## src/rtl/core/wsclock_page_replacement_macros.svh

```systemverilog
// assertion macros for the page replacement block
`ifndef WSCLOCK_PAGE_REPLACEMENT_MACROS_SVH
`define WSCLOCK_PAGE_REPLACEMENT_MACROS_SVH
// implication checked every clock, quiet during reset
`define WS_ASSERT_IMP(label, clk, rst, a, c) \
   label: assert property (@(posedge clk) disable iff (rst) (a) |-> (c)) \
      else $error("assertion failed");
// next-cycle implication
`define WS_ASSERT_NEXT(label, clk, rst, a, c) \
   label: assert property (@(posedge clk) disable iff (rst) (a) |=> (c)) \
      else $error("assertion failed");
`endif

```

## src/rtl/core/ws_pkg.sv

```systemverilog
// shared types and constants for the page replacement block
package ws_pkg;
   localparam int FRAMES = 32;
   localparam int PAGE_W = 6;
   localparam int FRAME_W = 5;
   localparam int CSR_W = 8;
   localparam logic CSR_TAU = 1'b0;
   localparam logic CSR_PERIOD = 1'b1;
   localparam logic [CSR_W-1:0] TAU_RESET = 8'd20;
   localparam logic [CSR_W-1:0] PERIOD_RESET = 8'd8;

   // request passed from front to back
   typedef struct packed {
      logic [PAGE_W-1:0] page;
   } req_type;
endpackage

```

## src/rtl/core/ws_front.sv

```systemverilog
// input stage: request capture into a two-entry queue
module ws_front (
   input  logic clock,
   input  logic reset,
   input  logic in_valid,
   output logic in_stall,
   input  ws_pkg::req_type in_req,
   output logic out_valid,
   input  logic out_take,
   output ws_pkg::req_type out_req
);
   ws_pkg::req_type q_ff [2];
   ws_pkg::req_type q_in [2];
   logic [1:0] cnt_ff, cnt_in;
   logic push;

   assign in_stall = cnt_ff == 2'd2;
   assign push = in_valid && !in_stall;
   assign out_valid = cnt_ff != 2'd0;
   assign out_req = q_ff[0];

   always_comb begin
      q_in = q_ff;
      cnt_in = cnt_ff;
      if (out_take && out_valid) begin
         q_in[0] = q_ff[1];
         cnt_in = cnt_in - 2'd1;
      end
      if (push) begin
         q_in[cnt_in[0]] = in_req;
         cnt_in = cnt_in + 2'd1;
      end
   end

   always_ff @(posedge clock) begin
      if (reset) cnt_ff <= 2'd0;
      else cnt_ff <= cnt_in;
      q_ff <= q_in;
   end
endmodule

```

## src/rtl/core/ws_back.sv

```systemverilog
// frame table, lookup, free search and victim scan
`include "wsclock_page_replacement_macros.svh"
module ws_back (
   input  logic clock,
   input  logic reset,
   input  logic in_valid,
   output logic in_take,
   input  ws_pkg::req_type in_req,
   input  logic [ws_pkg::CSR_W-1:0] tau,
   input  logic [ws_pkg::CSR_W-1:0] period,
   output logic rsp_valid,
   input  logic rsp_stall,
   output logic rsp_hit,
   output logic [ws_pkg::FRAME_W-1:0] rsp_frame,
   output logic rsp_evicted_valid,
   output logic [ws_pkg::PAGE_W-1:0] rsp_evicted_page
);
   localparam int FRAMES = ws_pkg::FRAMES;
   localparam int FW = $clog2(FRAMES);
   localparam int CW = $clog2(FRAMES + 1);

   typedef enum logic [4:0] {
      S_IDLE = 5'b00001, S_LOOK = 5'b00010, S_SCAN = 5'b00100,
      S_DONE = 5'b01000, S_OUT = 5'b10000
   } state_type;

   state_type st_ff, st_in;
   logic [ws_pkg::PAGE_W-1:0] pg_ff [FRAMES];
   logic [7:0] lu_ff [FRAMES];
   logic [FRAMES-1:0] val_ff, ref_ff;
   logic [CW-1:0] cnt_ff;
   logic [7:0] vclk_ff;
   logic [FW-1:0] hand_ff, pos_ff, slot_ff, old_ff;
   logic [CW-1:0] n_ff;
   logic have_old_ff, found_ff, free_ff, hit_ff, evv_ff;
   logic [8:0] oage_ff;
   logic [ws_pkg::PAGE_W-1:0] page_ff, evp_ff;
   logic [ws_pkg::FRAME_W-1:0] frm_ff;

   logic [8:0] age;
   logic [FW-1:0] pos_nx;
   assign age = {1'b0, vclk_ff} - {1'b0, lu_ff[pos_ff]};
   assign pos_nx = (pos_ff == FW'(FRAMES - 1)) ? '0 : pos_ff + 1'b1;
   assign in_take = st_ff == S_IDLE;
   assign rsp_valid = st_ff == S_OUT;
   assign rsp_hit = hit_ff;
   assign rsp_frame = frm_ff;
   assign rsp_evicted_valid = evv_ff;
   assign rsp_evicted_page = evp_ff;

   always_comb begin
      st_in = st_ff;
      unique case (st_ff)
         S_IDLE: if (in_valid) st_in = S_LOOK;
         S_LOOK: if (n_ff == CW'(FRAMES)) st_in = (found_ff || free_ff) ? S_DONE : S_SCAN;
         S_SCAN: if (n_ff == CW'(FRAMES)) st_in = S_DONE;
         S_DONE: st_in = S_OUT;
         S_OUT:  if (!rsp_stall) st_in = S_IDLE;
         default: st_in = S_IDLE;
      endcase
   end

   always_ff @(posedge clock) begin
      if (reset) begin
         st_ff <= S_IDLE;
         val_ff <= '0;
         ref_ff <= '0;
         cnt_ff <= '0;
         vclk_ff <= '0;
         hand_ff <= '0;
      end else begin
         st_ff <= st_in;
         unique case (st_ff)
            S_IDLE: if (in_valid) begin
               page_ff <= in_req.page;
               vclk_ff <= vclk_ff + 8'd1;
               n_ff <= '0;
               pos_ff <= '0;
               found_ff <= 1'b0;
               free_ff <= 1'b0;
            end
            S_LOOK: if (n_ff != CW'(FRAMES)) begin
               // lookup and lowest free frame, one frame per cycle
               if (!found_ff && val_ff[pos_ff] && pg_ff[pos_ff] == page_ff) begin
                  found_ff <= 1'b1;
                  slot_ff <= pos_ff;
               end else if (!found_ff && !free_ff && !val_ff[pos_ff]) begin
                  free_ff <= 1'b1;
                  slot_ff <= pos_ff;
               end
               pos_ff <= pos_nx;
               n_ff <= n_ff + 1'b1;
            end else begin
               pos_ff <= hand_ff;
               n_ff <= '0;
               have_old_ff <= 1'b0;
               slot_ff <= found_ff || free_ff ? slot_ff : hand_ff;
            end
            S_SCAN: if (n_ff != CW'(FRAMES)) begin
               if (ref_ff[pos_ff]) ref_ff[pos_ff] <= 1'b0;
               else if ($signed(age) > $signed({1'b0, tau})) begin
                  slot_ff <= pos_ff;
                  have_old_ff <= 1'b0;
               end else if (!have_old_ff || $signed(age) > $signed(oage_ff)) begin
                  have_old_ff <= 1'b1;
                  oage_ff <= age;
                  old_ff <= pos_ff;
               end
               // an old enough frame ends the scan at once
               n_ff <= (ref_ff[pos_ff] || !($signed(age) > $signed({1'b0, tau}))) ?
                  n_ff + 1'b1 : CW'(FRAMES);
               pos_ff <= pos_nx;
            end else if (have_old_ff) slot_ff <= old_ff;
            S_DONE: begin
               hit_ff <= found_ff;
               frm_ff <= ws_pkg::FRAME_W'(slot_ff);
               evv_ff <= !found_ff && !free_ff;
               evp_ff <= (!found_ff && !free_ff) ? pg_ff[slot_ff] : '0;
               if (!found_ff && !free_ff)
                  hand_ff <= (slot_ff == FW'(FRAMES - 1)) ? '0 : slot_ff + 1'b1;
               if (free_ff && !found_ff) begin
                  val_ff[slot_ff] <= 1'b1;
                  cnt_ff <= cnt_ff + 1'b1;
               end
               pg_ff[slot_ff] <= page_ff;
               lu_ff[slot_ff] <= vclk_ff;
               if (vclk_ff >= period) begin
                  ref_ff <= '0;
                  vclk_ff <= '0;
               end else ref_ff[slot_ff] <= 1'b1;
            end
            S_OUT: ;
            default: ;
         endcase
      end
   end

   `WS_ASSERT_IMP(a_out_stable, clock, reset, rsp_valid && rsp_stall, ##1 rsp_valid)
   `WS_ASSERT_IMP(a_ev_zero, clock, reset, rsp_valid && !rsp_evicted_valid, rsp_evicted_page == '0)
   `WS_ASSERT_IMP(a_hit_noev, clock, reset, rsp_valid && rsp_hit, !rsp_evicted_valid)
   `WS_ASSERT_IMP(a_count, clock, reset, 1'b1, cnt_ff <= CW'(FRAMES))
endmodule

```

## src/rtl/core/wsclock_page_replacement.sv

```systemverilog
// WSClock page replacement: one page reference in, one frame decision out.
// A request is captured by a two-entry front queue; the back end then walks
// all FRAMES frames one per cycle for lookup and free search, and on a miss
// with a full table walks up to FRAMES more for the victim scan, then
// updates the table and holds the response while the receiver stalls.
// tau and period are written through the csr port; the user must write them
// only while the block is idle, which the block itself does not enforce.
module wsclock_page_replacement (
   input  logic clock,
   input  logic reset,
   input  logic req_valid,
   output logic req_stall,
   input  logic [5:0] req_page_id,
   output logic rsp_valid,
   input  logic rsp_stall,
   output logic rsp_hit,
   output logic [4:0] rsp_frame,
   output logic rsp_evicted_valid,
   output logic [5:0] rsp_evicted_page,
   input  logic csr_write_enable,
   input  logic csr_index,
   input  logic [7:0] csr_write_data
);
   logic [7:0] tau_ff, period_ff;
   ws_pkg::req_type in_req, q_req;
   logic q_valid, q_take;

   // configuration registers
   always_ff @(posedge clock) begin
      if (reset) begin
         tau_ff <= ws_pkg::TAU_RESET;
         period_ff <= ws_pkg::PERIOD_RESET;
      end else if (csr_write_enable) begin
         if (csr_index == ws_pkg::CSR_TAU) tau_ff <= csr_write_data;
         else period_ff <= csr_write_data;
      end
   end

   assign in_req.page = req_page_id;

   ws_front u_front (
      .clock(clock), .reset(reset), .in_valid(req_valid), .in_stall(req_stall),
      .in_req(in_req), .out_valid(q_valid), .out_take(q_take), .out_req(q_req)
   );

   ws_back u_back (
      .clock(clock), .reset(reset), .in_valid(q_valid), .in_take(q_take),
      .in_req(q_req), .tau(tau_ff), .period(period_ff), .rsp_valid(rsp_valid),
      .rsp_stall(rsp_stall), .rsp_hit(rsp_hit), .rsp_frame(rsp_frame),
      .rsp_evicted_valid(rsp_evicted_valid), .rsp_evicted_page(rsp_evicted_page)
   );
endmodule
```

## config.mk

```make
export PLATFORM = sky130hd
export DESIGN_NAME = wsclock_page_replacement
export DESIGN_NICKNAME = d
export VERILOG_FILES = /design/src/rtl/core/ws_pkg.sv /design/src/rtl/core/ws_front.sv /design/src/rtl/core/ws_back.sv /design/src/rtl/core/wsclock_page_replacement.sv
export VERILOG_INCLUDE_DIRS = /design/src /design/src/rtl/core
export SDC_FILE = /design/constraint.sdc
export NUM_CORES = 1
export LEC_CHECK = 0
export BUFFER_PORTS_ARGS = -buffer_cell sky130_fd_sc_hd__buf_2
export CORE_MARGIN = 8
export CORE_UTILIZATION = 30
export CTS_CLUSTER_DIAMETER = 80
export DETAILED_ROUTE_END_ITERATION = 8
export GPL_ROUTABILITY_DRIVEN = 0
export GPL_TIMING_DRIVEN = 1
export PLACE_DENSITY = 0.43
export SLEW_MARGIN = 20
export SYNTH_ARGS = -nofsm -noshare
export SYNTH_HDL_FRONTEND = slang
export SYNTH_HIERARCHICAL = 1
export SYNTH_SLANG_ARGS = --single-unit
```

## constraint.sdc

```tcl
create_clock -name clock -period 7.8 [get_ports clock]
set_clock_uncertainty 0.2 [all_clocks]
set_input_delay 0.78 -clock clock [delete_from_list [all_inputs] [get_ports clock]]
set_output_delay 0.78 -clock clock [all_outputs]
set_load 0.02 [all_outputs]
```

==> results.json <==
{
  "hp-class": "input pin to flop",
  "pre_cts_ws_ps": 1690,
  "dieArea_sq_mm": 0.102,
  "routed_wl_um": 79700,
  "hold_slack_ps": 167,
  "cp.required_ps": 7890,
  "crit_path_start_kind": "flop",
  "hpwl_um": 49200,
  "yosys-top-cells-count": "506 x edfxtp_1, 173 x mux4_2, 111 x dfxtp_1, 98 x nor2_1, 65 x clkbuf_1",
  "netlist_area_sq_mm": 0.0277,
  "grt.total_usage": 0.154,
  "hold_viol_final": 0,
  "post_cts_resized": 0,
  "route.detailed.drc": 0,
  "slew_viol_final": 0,
  "synthFlopType": "edfxtp_1",
  "synth_seq_area_share": 0.629,
  "synth_edf_count": 506,
  "root_buffer": "clkbuf_16",
  "synth_top_area_cell": "edfxtp_1",
  "grt_first_pass_wirelength_um": 117000,
  "drive_above_1_share": 0.250,
  "ys_top_cells_by_area": "edfxtp_1 55%, mux4_2 14%, dfxtp_1 8.0%, ha_1 2.3%, mux2i_1 2.0%",
  "finalSetupViolations": 0,
  "synthDistinctLibCells": 79,
  "syn_to_final_growth_pct": 14.5,
  "fin_tns_setup_ps": 0,
  "grt_pass1_vias": 16600,
  "clk_pin_slew_ps": 60,
  "run_status": "completed",
  "yosysWarnings": 6,
  "cts-htree-levels": 3,
  "cp.arrival_ps": 6170,
  "ctsHoldBuffers": 0,
  "rows": 111,
  "fillers": 8631,
  "avgSynthCellArea_sq_um": 15.8,
  "worst_slack_ps": 1720,
  "powerDensity_mw_per_mm2": 307,
  "tritoncts": "done",
  "clock_latency_ps": 620,
  "synth_cells": 1749,
  "ys_ff_latch": 617,
  "via_count": 16000,
  "synth_nets": 1821,
  "clock_tree.buffer_depth": 3,
  "crit_type": "flop to flop",
  "core_region_area_sq_mm": 0.0915,
  "cts-buffers-inserted": 73,
  "grt_overflow": 0,
  "grt_max_degree": 83,
  "clock-sinks": 617,
  "antenna_found_initial": 0,
  "synth_top_area_share": 0.549,
  "cp-end-kind": "flop",
  "wire_per_inst_um": 26.1,
  "fmax_ghz": 0.164,
  "die-width_um": 320,
  "port_buffers": 34,
  "async_reset_ff_frac": 0,
  "vias_per_cell": 5.25,
  "final_util": 0.346,
  "slew-limit-headroom": 0.228,
  "post-synth-top-count-cell": "edfxtp_1",
  "fin_nets": 1878,
  "vdd_drop_max_v": 0.000164,
  "initial_utilization": 0.302,
  "fin_crit_ps": 6080,
  "path_max_fanout": 37,
  "first_iter_violations": 1321,
  "ant_nets": 0,
  "dr.pass1.iters": 4,
  "period_share": 0.779,
  "die_h_um": 320,
  "cts_setup_buffers": 0,
  "drv_cap": 0,
  "leakage_nw": 10.8,
  "grt_setup_unrepaired": "no",
  "io_pins": 35,
  "tightest_slew_ps": 1160
}
sequential cells by signal, indices dropped and copies added, names as in the netlist, 5 cells and up, named ones only:
register	cells
u_back/n_ff	6
u_back/pg_ff	192
u_back/page_ff	6
tau_ff	8
u_back/lu_ff	256
period_ff	8
u_back/st_ff	5
u_back/val_ff	32
u_back/hand_ff	5
u_back/vclk_ff	8
u_back/rsp_evicted_page	6
u_back/old_ff	5
u_front/out_req	6
u_back/pos_ff	5
u_back/ref_ff	32
u_back/oage_ff	9
u_back/slot_ff	5
u_back/rsp_frame	5
placed cells by master (no fill, tap or decap), drive strengths merged, types with 12 or more instances in the layout:
| master | netlist | final |
|---|---|---|
| xnor2 | 18 | 18 |
| nand2 | 47 | 47 |
| mux2 | 19 | 19 |
| clkinv | 1 | 28 |
| a211oi | 12 | 12 |
| inv | 45 | 49 |
| a22oi | 30 | 30 |
| and3 | 35 | 35 |
| nor2 | 99 | 99 |
| nor2b | 17 | 17 |
| o21ai | 29 | 29 |
| edfxtp | 506 | 506 |
| clkbuf | 65 | 94 |
| a21oi | 67 | 67 |
| mux2i | 54 | 54 |
| a31oi | 60 | 60 |
| buf | 67 | 114 |
| mux4 | 175 | 175 |
| ha | 51 | 51 |
| nand3 | 31 | 31 |
| nor3 | 47 | 47 |
| dfxtp | 111 | 111 |
| nand2b | 36 | 36 |
cells by family (layout without fill, tap and decap cells):
kind of cell             after synthesis  count (layout)  synth area share
AO/OA/AOI/OAI                        261             261            0.0625
XOR/XNOR                              26              26           0.00890
adder cells (fa/ha/maj)               52              52            0.0238
buffers and inverters                179             296            0.0329
flip-flops                           617             617             0.629
multiplexers                         248             248             0.171
other                                  0               1                 0
AND/OR/NAND/NOR                      366             366            0.0721
where the power goes:
| part | internal [mW] | switching (mW) | total, mW |
|---|---|---|---|
| Combinational | 0.955 | 1.22 | 2.18 |
| Sequential | 3.82 | 0.298 | 4.12 |
| Clock | 2.05 | 1.39 | 3.44 |
worst max-delay path: stages (launching register included):
cell and delay [ps]:
dfxtp_4 850, buf_4 440, mux4_2 550, mux4_2 470, mux2i_1 220, ha_1 320
a21o_1 190, a21o_1 180, a21oi_1 220, o21bai_1 90, a21oi_1 180, xnor2_1 210
ha_1 310, nand4_1 100, nor2_1 40, nor2_1 70, o21ai_0 180, nor4_1 460
o31a_1 200, o31a_1 270
final timing paths:
path | startpoint | endpoint | slack (ps) | cells past startpoint
setup / recovery | flop | u_back/slot_ff[2] | 1720 | 19
hold / removal | req_page_id[0] | flop | 170 | 1
setup reg to reg | flop | u_back/slot_ff[2] | 1720 | 19
hold reg to reg | u_back/val_ff[22] | u_back/val_ff[22] | 270 | 2
area by class of cell:
cell class              instances  area [sq um]  share of cell area
repair buffers                114           788              0.0249
diodes                          1          2.50           0.0000789
clock inverters                41           443              0.0140
flip-flops and latches        617         17400               0.550
clock buffers                  94          1960              0.0617
inverters                      47           190             0.00600
multi-input cells             953          9410               0.297
well taps                    1186          1480              0.0468
routing by layer:
layer  vias to the layer above  GRT usage  routed length (um)
met2                       447      0.241               36700
met1                      8363      0.217               36800
met4                         0     0.0468                2170
met5                         -          0                   0
li1                       7082          -                   -
met3                       121     0.0278                4020
metrics by stage:
step / instances / power [mW] / area, sq um
CTS: 3050 / 9.86 / 31700
global route: 3052 / 10.2 / 31700
detailed placement: 2915 / 6.38 / 29300
finish: 3053 / 9.73 / 31700
floorplan: 1749 / 5.72 / 27700
global placement: 2915 / 6.36 / 29300
Note: power is estimated with default switching activity, not from simulation.
